<file path="src/rtl/tfd_pkg.sv">
package tfd_pkg;

   typedef enum logic [1:0] {
      MODE_PASS   = 2'd0,
      MODE_HALF   = 2'd1,
      MODE_PACKED = 2'd2,
      MODE_NONE   = 2'd3
   } mode_type;

   localparam logic [31:0] F32_INF = 32'h7f80_0000;
   localparam logic [31:0] F32_ONE = 32'h3f80_0000;
   localparam int unsigned LANES = 4;

   // Conversion kind that one lane applies to its slice of the word.
   typedef enum logic [1:0] {
      CONV_PASS  = 2'd0,
      CONV_HALF  = 2'd1,
      CONV_UF    = 2'd2,
      CONV_ONE   = 2'd3
   } conv_type;

   // One lane's input: a slice of the word, right aligned, and how to read it.
   typedef struct packed {
      logic [31:0] bits;
      conv_type    conv;
      logic        mant6;
   } lane_in_type;

endpackage

</file>
<file path="src/rtl/tfd_lane.sv">
module tfd_lane
   import tfd_pkg::*;
(
   input  lane_in_type lane_in,
   output logic [31:0] float_bits
);

   logic [15:0] h;
   logic        sgn;
   logic [4:0]  e;
   logic [9:0]  m;
   logic [3:0]  p;
   logic [9:0]  frac;
   logic [7:0]  sub_exp;

   always_comb begin
      h   = lane_in.bits[15:0];
      sgn = 1'b0;
      e   = 5'd0;
      m   = 10'd0;
      unique case (lane_in.conv)
         CONV_HALF: begin
            sgn = h[15];
            e   = h[14:10];
            m   = h[9:0];
         end
         CONV_UF: begin
            if (lane_in.mant6) begin
               e = h[10:6];
               m = {h[5:0], 4'd0};
            end else begin
               e = h[9:5];
               m = {h[4:0], 5'd0};
            end
         end
         default: begin
         end
      endcase
      // Highest set bit of the left-aligned mantissa.
      p = 4'd0;
      for (int i = 0; i < 10; i++) begin
         if (m[i]) p = 4'(i);
      end
      frac    = 10'(m << (4'd10 - p));
      sub_exp = 8'(8'd103 + {4'd0, p});
      unique case (lane_in.conv)
         CONV_PASS: float_bits = lane_in.bits;
         CONV_ONE:  float_bits = F32_ONE;
         default: begin
            if (e == 5'd0) begin
               if (m == 10'd0) float_bits = {sgn, 31'd0};
               else float_bits = {sgn, sub_exp, frac, 13'd0};
            end else if (e == 5'd31) begin
               if (lane_in.conv == CONV_UF) float_bits = F32_INF;
               else float_bits = {sgn, 8'hff, m, 13'd0};
            end else begin
               float_bits = {sgn, 8'({3'd0, e} + 8'd112), m, 13'd0};
            end
         end
      endcase
   end

endmodule

</file>
<file path="src/rtl/tfd_merge.sv">
module tfd_merge
   import tfd_pkg::*;
(
   input  logic              clock,
   input  logic              reset,
   input  logic              load,
   input  logic [31:0]       lane_bits [LANES],
   input  logic [2:0]        count,
   input  logic              rsp_stall,
   output logic              busy,
   output logic              rsp_valid,
   output logic [31:0]       rsp_float_bits,
   output logic [1:0]        rsp_channel_index,
   output logic              rsp_last_of_word
);

   logic [31:0] hold_ff [LANES];
   logic [2:0]  count_ff, count_in;
   logic [1:0]  idx_ff, idx_in;
   logic        done;

   assign rsp_valid         = count_ff != 3'd0;
   assign rsp_float_bits    = hold_ff[idx_ff];
   assign rsp_channel_index = idx_ff;
   assign rsp_last_of_word  = 3'({1'b0, idx_ff} + 3'd1) == count_ff;
   assign done              = rsp_valid && !rsp_stall && rsp_last_of_word;
   // Busy unless the buffer is empty or its final result leaves this cycle.
   assign busy              = rsp_valid && !done;

   always_comb begin
      count_in = count_ff;
      idx_in   = idx_ff;
      if (load) begin
         count_in = count;
         idx_in   = 2'd0;
      end else if (done) begin
         count_in = 3'd0;
      end else if (rsp_valid && !rsp_stall) begin
         idx_in = idx_ff + 2'd1;
      end
   end

   always_ff @(posedge clock) begin
      if (reset) begin
         count_ff <= 3'd0;
         idx_ff   <= 2'd0;
      end else begin
         count_ff <= count_in;
         idx_ff   <= idx_in;
      end
      if (load) begin
         for (int i = 0; i < LANES; i++) hold_ff[i] <= lane_bits[i];
      end
   end

endmodule

</file>
<file path="src/rtl/texel_format_to_float32_decoder.sv">
// Channel  Ports                                                          Direction
// req      req_valid, req_stall, req_source_word                          in
// rsp      rsp_valid, rsp_stall, rsp_float_bits, rsp_channel_index, rsp_last_of_word  out
// csr      csr_write, csr_format_mode                                     in
// Four conversion lanes decode a whole word in the cycle it is accepted and the
// results land in a four-entry hold buffer; the result port then drains them one
// per cycle while rsp_stall is low. A word gives 1, 2 or 4 results (passthrough,
// half, packed) through the single result port. The next word is accepted in the
// cycle the previous word's last result leaves. Reset is synchronous and sets
// passthrough. A word in the unused format is accepted and dropped.
module texel_format_to_float32_decoder
   import tfd_pkg::*;
(
   input  logic        clock,
   input  logic        reset,
   input  logic        req_valid,
   output logic        req_stall,
   input  logic [31:0] req_source_word,
   output logic        rsp_valid,
   input  logic        rsp_stall,
   output logic [31:0] rsp_float_bits,
   output logic [1:0]  rsp_channel_index,
   output logic        rsp_last_of_word,
   input  logic        csr_write,
   input  logic [1:0]  csr_format_mode
);

   logic [1:0]  mode_ff;
   lane_in_type lane_in [LANES];
   logic [31:0] lane_bits [LANES];
   logic [2:0]  count;
   logic        busy;
   logic        load;

   always_ff @(posedge clock) begin
      if (reset) mode_ff <= MODE_PASS;
      else if (csr_write) mode_ff <= csr_format_mode;
   end

   assign req_stall = busy;
   assign load      = req_valid && !busy;

   // Slice the word for each lane according to the format.
   always_comb begin
      for (int i = 0; i < LANES; i++) begin
         lane_in[i].bits  = req_source_word;
         lane_in[i].conv  = CONV_PASS;
         lane_in[i].mant6 = 1'b1;
      end
      count = 3'd0;
      unique case (mode_type'(mode_ff))
         MODE_PASS: count = 3'd1;
         MODE_HALF: begin
            count = 3'd2;
            lane_in[0].conv = CONV_HALF;
            lane_in[0].bits = {16'd0, req_source_word[15:0]};
            lane_in[1].conv = CONV_HALF;
            lane_in[1].bits = {16'd0, req_source_word[31:16]};
         end
         MODE_PACKED: begin
            count = 3'd4;
            lane_in[0].conv = CONV_UF;
            lane_in[0].bits = {21'd0, req_source_word[10:0]};
            lane_in[1].conv = CONV_UF;
            lane_in[1].bits = {21'd0, req_source_word[21:11]};
            lane_in[2].conv  = CONV_UF;
            lane_in[2].mant6 = 1'b0;
            lane_in[2].bits  = {22'd0, req_source_word[31:22]};
            lane_in[3].conv = CONV_ONE;
         end
         default: count = 3'd0;
      endcase
   end

   for (genvar g = 0; g < LANES; g++) begin : g_lane
      tfd_lane u_lane (
         .lane_in    (lane_in[g]),
         .float_bits (lane_bits[g])
      );
   end

   tfd_merge u_merge (
      .clock             (clock),
      .reset             (reset),
      .load              (load),
      .lane_bits         (lane_bits),
      .count             (count),
      .rsp_stall         (rsp_stall),
      .busy              (busy),
      .rsp_valid         (rsp_valid),
      .rsp_float_bits    (rsp_float_bits),
      .rsp_channel_index (rsp_channel_index),
      .rsp_last_of_word  (rsp_last_of_word)
   );

endmodule
</file>
<file path="config.mk">
export PLATFORM = sky130hd
export DESIGN_NAME = texel_format_to_float32_decoder
export DESIGN_NICKNAME = d
export VERILOG_FILES = /design/src/rtl/tfd_pkg.sv /design/src/rtl/tfd_lane.sv /design/src/rtl/tfd_merge.sv /design/src/rtl/texel_format_to_float32_decoder.sv
export SDC_FILE = /design/constraint.sdc
export NUM_CORES = 1
export LEC_CHECK = 0
export ABC_AREA = 0
export BUFFER_PORTS_ARGS = -buffer_cell sky130_fd_sc_hd__buf_2
export CAP_MARGIN = 20
export CORE_MARGIN = 2
export CORE_UTILIZATION = 33
export DETAILED_ROUTE_END_ITERATION = 8
export PLACE_DENSITY = 0.54
export SLEW_MARGIN = 10
export SYNTH_ARGS = -nofsm -noshare
export SYNTH_HDL_FRONTEND = slang
export SYNTH_SLANG_ARGS = --single-unit
</file>
<file path="constraint.sdc">
create_clock -name clock -period 8.7 [get_ports clock]
set_input_delay 0.435 -clock clock [delete_from_list [all_inputs] [get_ports clock]]
set_output_delay 0.435 -clock clock [all_outputs]
set_load 0.05 [all_outputs]
</file>
# --- Word-level counts from Yosys, hierarchy flattened ---
# Memories as Yosys holds them, arrays and structs flattened. A register that Yosys moved wholly into a read port is not among the register bits.
# Cells that the tools add are included.
classes:
  shift: 4
  mux: 81
  add_sub_neg: 14
  n_eq_ne: 19
  n_reduce_logical: 24
  n_bitwise: 1
op_table:
  columns: ["cell", "n"]
  rows:
  - ["$mux W32", 12]
  - ["$pmux W32 S2", 4]
  - ["$pmux W34 S2", 2]
  - ["$mux W31", 4]
  - ["$pmux W10 S2", 4]
  - ["$mux W3", 18]
  - ["$logic_not A10 Y1", 4]
  - ["$pmux W5 S2", 4]
  - ["$shl A10 B4 Y10", 4]
  - ["$mux W35", 1]
  - ["$add A5 B7 Y8 const B", 4]
  - ["$add A7 B4 Y8 const A", 4]
  - ["$mux W4", 8]
  - ["$mux W2", 11]
  - ["$eq A5 B5 Y1 const B", 4]
  - ["$logic_not A5 Y1", 4]
  - ["$eq A2 B2 Y1 const B", 9]
  - ["$sub A4 B4 Y4 const A", 4]
  - ["$eq A2 B1 Y1 const B", 5]
  - ["$logic_not A2 Y1", 5]
  - ["$mux W1", 10]
  - ["$mux W10", 1]
  - ["$pmux W3 S3", 1]
  - ["$mux W5", 1]
  - ["other kinds (10)", 15]
totals:
  ramBits: 128
  out_inout_bits: 37
  reg_bits: 7
  mem_count: 1
  inputBits: 39
  wordCells: 147
mem_list:
  columns: ["name", "depth", "word_bits", "read_ports", "rd_clocked_by_memory_dff", "wr", "line", "rtl"]
  rows:
  - ["u_merge.hold_ff", 4, 32, 1, 1, 4, "tfd_merge.sv:17", "logic [31:0] hold_ff [LANES];"]

# --- Depth between registers and ports, before layout ---
logic_depth:
  word_depth: 18
  depth_mapped: 24
  ltp_nobuf: 16

# --- Modules after synthesis ---
# Synthesis repeated with hierarchy kept, for this count alone.
unflattened:
  cells_unflattened: 1246
  hier_area_um2: 12246.7
by_module_without_submodules:
  columns: ["module", "cells_per_inst", "seq_area_each_um2", "instances", "area_each_um2"]
  rows:
  - ["tfd_merge", 200, 3983.8, 1, 4901.0]
  - ["tfd_lane at g_lane[1].u_lane ...", 236, 0.0, 2, 1724.2]
  - ["tfd_lane at g_lane[3].u_lane", 217, 0.0, 1, 1551.5]
  - ["tfd_lane at g_lane[0].u_lane", 227, 0.0, 1, 1507.7]
  - ["texel_format_to_float32_decoder", 130, 40.0, 1, 838.3]

# --- Worst setup path before layout ---
# OpenSTA, ideal clock, no wires.
synth_timing:
  path_kind: "reg2reg"
  startpoint: "register u_merge.idx_ff[0], in the netlist u_merge.rsp_channel_index[0]"
  endpoint: "memory u_merge.hold_ff[0][0], enable pin"
  path_buffers: 1
  stages_incl_launch_ff: 7
  setup_slack_ns: 1.117
  period_less_slack_ns: 7.583
  t_required_ns: 8.161
  setup_ns: 0.539
  arrival_time_ns: 7.044
  cell_sequence: "dfxtp_1 > ha_1 > xor2_1 > nor3_1 > a21oi_1 > nor2b_1 > clkbuf_1"
synth_lines:
  columns: ["element", "line", "rtl"]
  rows:
  - ["from (decl)", "tfd_merge.sv:19", "logic [1:0] idx_ff, idx_in;"]
  - ["from (signal assigned)", "tfd_merge.sv:49", "idx_ff <= idx_in;"]
  - ["to (decl)", "tfd_merge.sv:17", null]

==> impl_metrics.ini <==
[floorplanning]
rows = 59
num_io_pins = 76
initial_core_util_pct = 33.8
dieHeight_um = 168
core-area_sq_um = 26200
fp.dieW_um = 168
dieArea_sq_um = 28100

[grt]
grt_max_degree = 84
antenna_found_initial = 1
grt_pass1_wl_mm = 41.0
grt_pass1_vias = 6734
grt_usage_pct = 19.3
overflow = 0

[final_layout]
n_antenna_cell = 0
design_area_sq_um = 10000
drive_above_1_share_pct = 22.4
nFillCells = 2549
area_growth_pct = 13.5
final_nets = 908

[logic_synthesis]
synthDistinctLibCells = 77
synthCells = 808
yosysTopAreaCell = edfxtp_1
syn-cell-area_sq_um = 8850
yosys-top-cells-count = edfxtp_1 (128), nand2_1 (66), nor2_1 (46), nor2b_1 (42), and2_1 (41)
ys_seq_area_share_pct = 45.5
ys_ff_latch = 137
ys.warnings.count = 0
syn_avg_cell_area_sq_um = 10.9
yosysMostFrequentCell = edfxtp_1
synth_nets = 861
synth_top_area_share_pct = 43.4
synth.area.top_cells = edfxtp_1 (43%), mux4_2 (9.9%), nor2b_1 (3.0%), and2_1 (2.9%), nand2_1 (2.8%)
synth_edf_count = 128
synth_async_sr_flop_share_pct = 0
ys.flop_type = edfxtp_1

[placement]
hpwl_mm = 18.6
placed_area_sq_um = 9460
gp_congestion = 0.902
portBuffers = 75

[run]
maxCapViolCount = 0

[timing]
final_max_slew_viol_count = 0
max-slew-margin-rel_pct = 28.3
fin_setup_tns_ns = 0
worst_slew_pin_slew_ns = 1.08
period_needed_ns = 4.90
clock_skew_ns = 0.0151
post-route-period-util_pct = 56.4
timing.hold.ws_ns = 0.230
hold_viol = 0
max_freq_mhz = 204
rsz0062_at_grt = no
setup_viol = 0

[power_and_ir_drop]
finalPower_mw = 2.07
total_leakage_power_nw = 3.58
vdd_drop_max_mv = 0.0909
power_density_nw_per_um2 = 206

[clock_tree]
clk_latency_ns = 0.44
cts_tree = yes
clk_pin_slew_ns = 0.07
cts.sinks = 137
root_buffer = clkbuf_16
cts-buffers-inserted = 17
hold_buffers = 0
clockBufferDepth = 2
cts_resized = 0
htreeDepth = 4
cts_setup_buffers = 0

[worst_setup_path]
startpoint_type = flop
crit_slowest_cell = ha_1
path_max_fanout = 62
critPathRequiredTime_ns = 8.88
r2r_slack_ns = 3.80
reg2reg_from = mode_ff[0]
endpoint_kind = flop
worstPathCellList = inv_1, ha_2, buf_4, inv_1, ha_1, buf_4, a221o_1, o221a_1, nor3_2, o221ai_2, and2_4, ha_1, mux4_2, a21oi_1, o31ai_1
reg2reg_to = u_merge.hold_ff[1][21]
cp_slowest_stage_delay_ns = 0.66
reg2reg_depth = 15
worstSetupPathType = reg -> reg
arrival_ns = 5.08

[routing]
ant_nets = 0
dr.first_iter.drc_count = 980
num_vias = 6965
dr.pass1.iters = 8
wl_per_cell_um = 22.3
viasPerCell = 5.79
wirelength_mm = 26.9
drc = 0

[worst_hold_path]
min_from = csr_format_mode[0]
hold_path_end = mode_ff[0]
worstHoldPathCells = 3
hold_class = in -> reg

[outcome]
status = completed
[cell families (layout without fill, tap and decap cells)]
logic type	count (synthesis)	in the layout	share of synthesized area, %
fa+ha+maj	14	14	1.98
flops	137	137	45.5
buf+inv	87	147	4.28
mux	56	56	11.9
simple gates	294	294	17.6
compound gates	208	208	17.4
xor+xnor	12	12	1.27
[cell type report]
class | count | area [sq um] | share of cell area [%]
Sequential cell | 137 | 4030 | 40.1
Inverter | 31 | 116 | 1.16
Clock inverter | 15 | 149 | 1.48
Tap cell | 335 | 419 | 4.18
Timing Repair Buffer | 84 | 443 | 4.41
Clock buffer | 17 | 425 | 4.24
Multi-Input combinational cell | 584 | 4460 | 44.4
[cells in the final DEF (no fill, tap or decap), types with 11 or more instances in the layout]
cell type / count
nand3_1: 11
a21oi_1: 37
or3_1: 12
mux2i_1: 11
or2_2: 11
nor2_1: 46
a22o_1: 14
buf_2: 75
edfxtp_1: 128
nand2b_1: 12
and2_1: 41
nor3_1: 20
o21ai_0: 24
inv_1: 29
nand2_1: 66
mux4_2: 39
clkbuf_16: 17
a31oi_1: 16
ha_1: 12
nor2b_1: 40
[worst max path at each step]
stage                                 start                      to  slack (ns)  cells after the start
6_report                         mode_ff[0]  u_merge.hold_ff[1][21]        3.80                     15
5_1_grt                          mode_ff[0]  u_merge.hold_ff[1][21]        3.45                     15
4_1_cts                          mode_ff[0]  u_merge.hold_ff[1][21]        3.81                     15
3_5_place_dp                     mode_ff[0]  u_merge.hold_ff[1][21]        3.84                     15
3_3_place_gp                     mode_ff[0]  u_merge.hold_ff[1][21]        3.88                     15
2_1_floorplan  u_merge.rsp_channel_index[0]   u_merge.hold_ff[0][0]        1.12                      6
[critical path: cells and delay by family, from the launching register on]
family / cells / cell delay (ns)
flip-flops: 1 / 0.34
buffers and inverters: 4 / 1.01
AND/OR/NAND/NOR: 2 / 0.56
multiplexers: 1 / 0.61
adder cells (fa/ha/maj): 3 / 1.03
AO/OA/AOI/OAI: 5 / 1.05
[routing by layer]
metal	vias to the layer above	routed length, um	global-route usage [%]
li1	3207	-	-
met1	3417	12100	26.8
met2	288	12300	30.6
met3	53	1680	3.69
met4	0	738	6.47
met5	-	0	0
[power by group]
part	total, mW	internal (mW)	switching [mW]
logic	0.530	0.167	0.363
clock network	0.707	0.381	0.326
registers	0.835	0.816	0.0184
total	2.07	1.36	0.708
[flip-flops by register name, summed over array words and instances (netlist names), named ones only]
| signal | cells |
|---|---|
| u_merge.count_ff | 3 |
| u_merge.hold_ff | 128 |
| mode_ff | 2 |
| u_merge.rsp_channel_index | 2 |
[stage by stage]
step           worst slack (ns)  util (%)  instances
2_1_floorplan              1.12         -        808
6_report                   3.80      38.3       1203
3_5_place_dp               3.84      36.1       1171
3_3_place_gp               3.88      36.1       1171
4_1_cts                    3.81      38.3       1203
5_1_grt                    3.45      38.3       1203
Note: power is estimated with default switching activity, not from simulation.
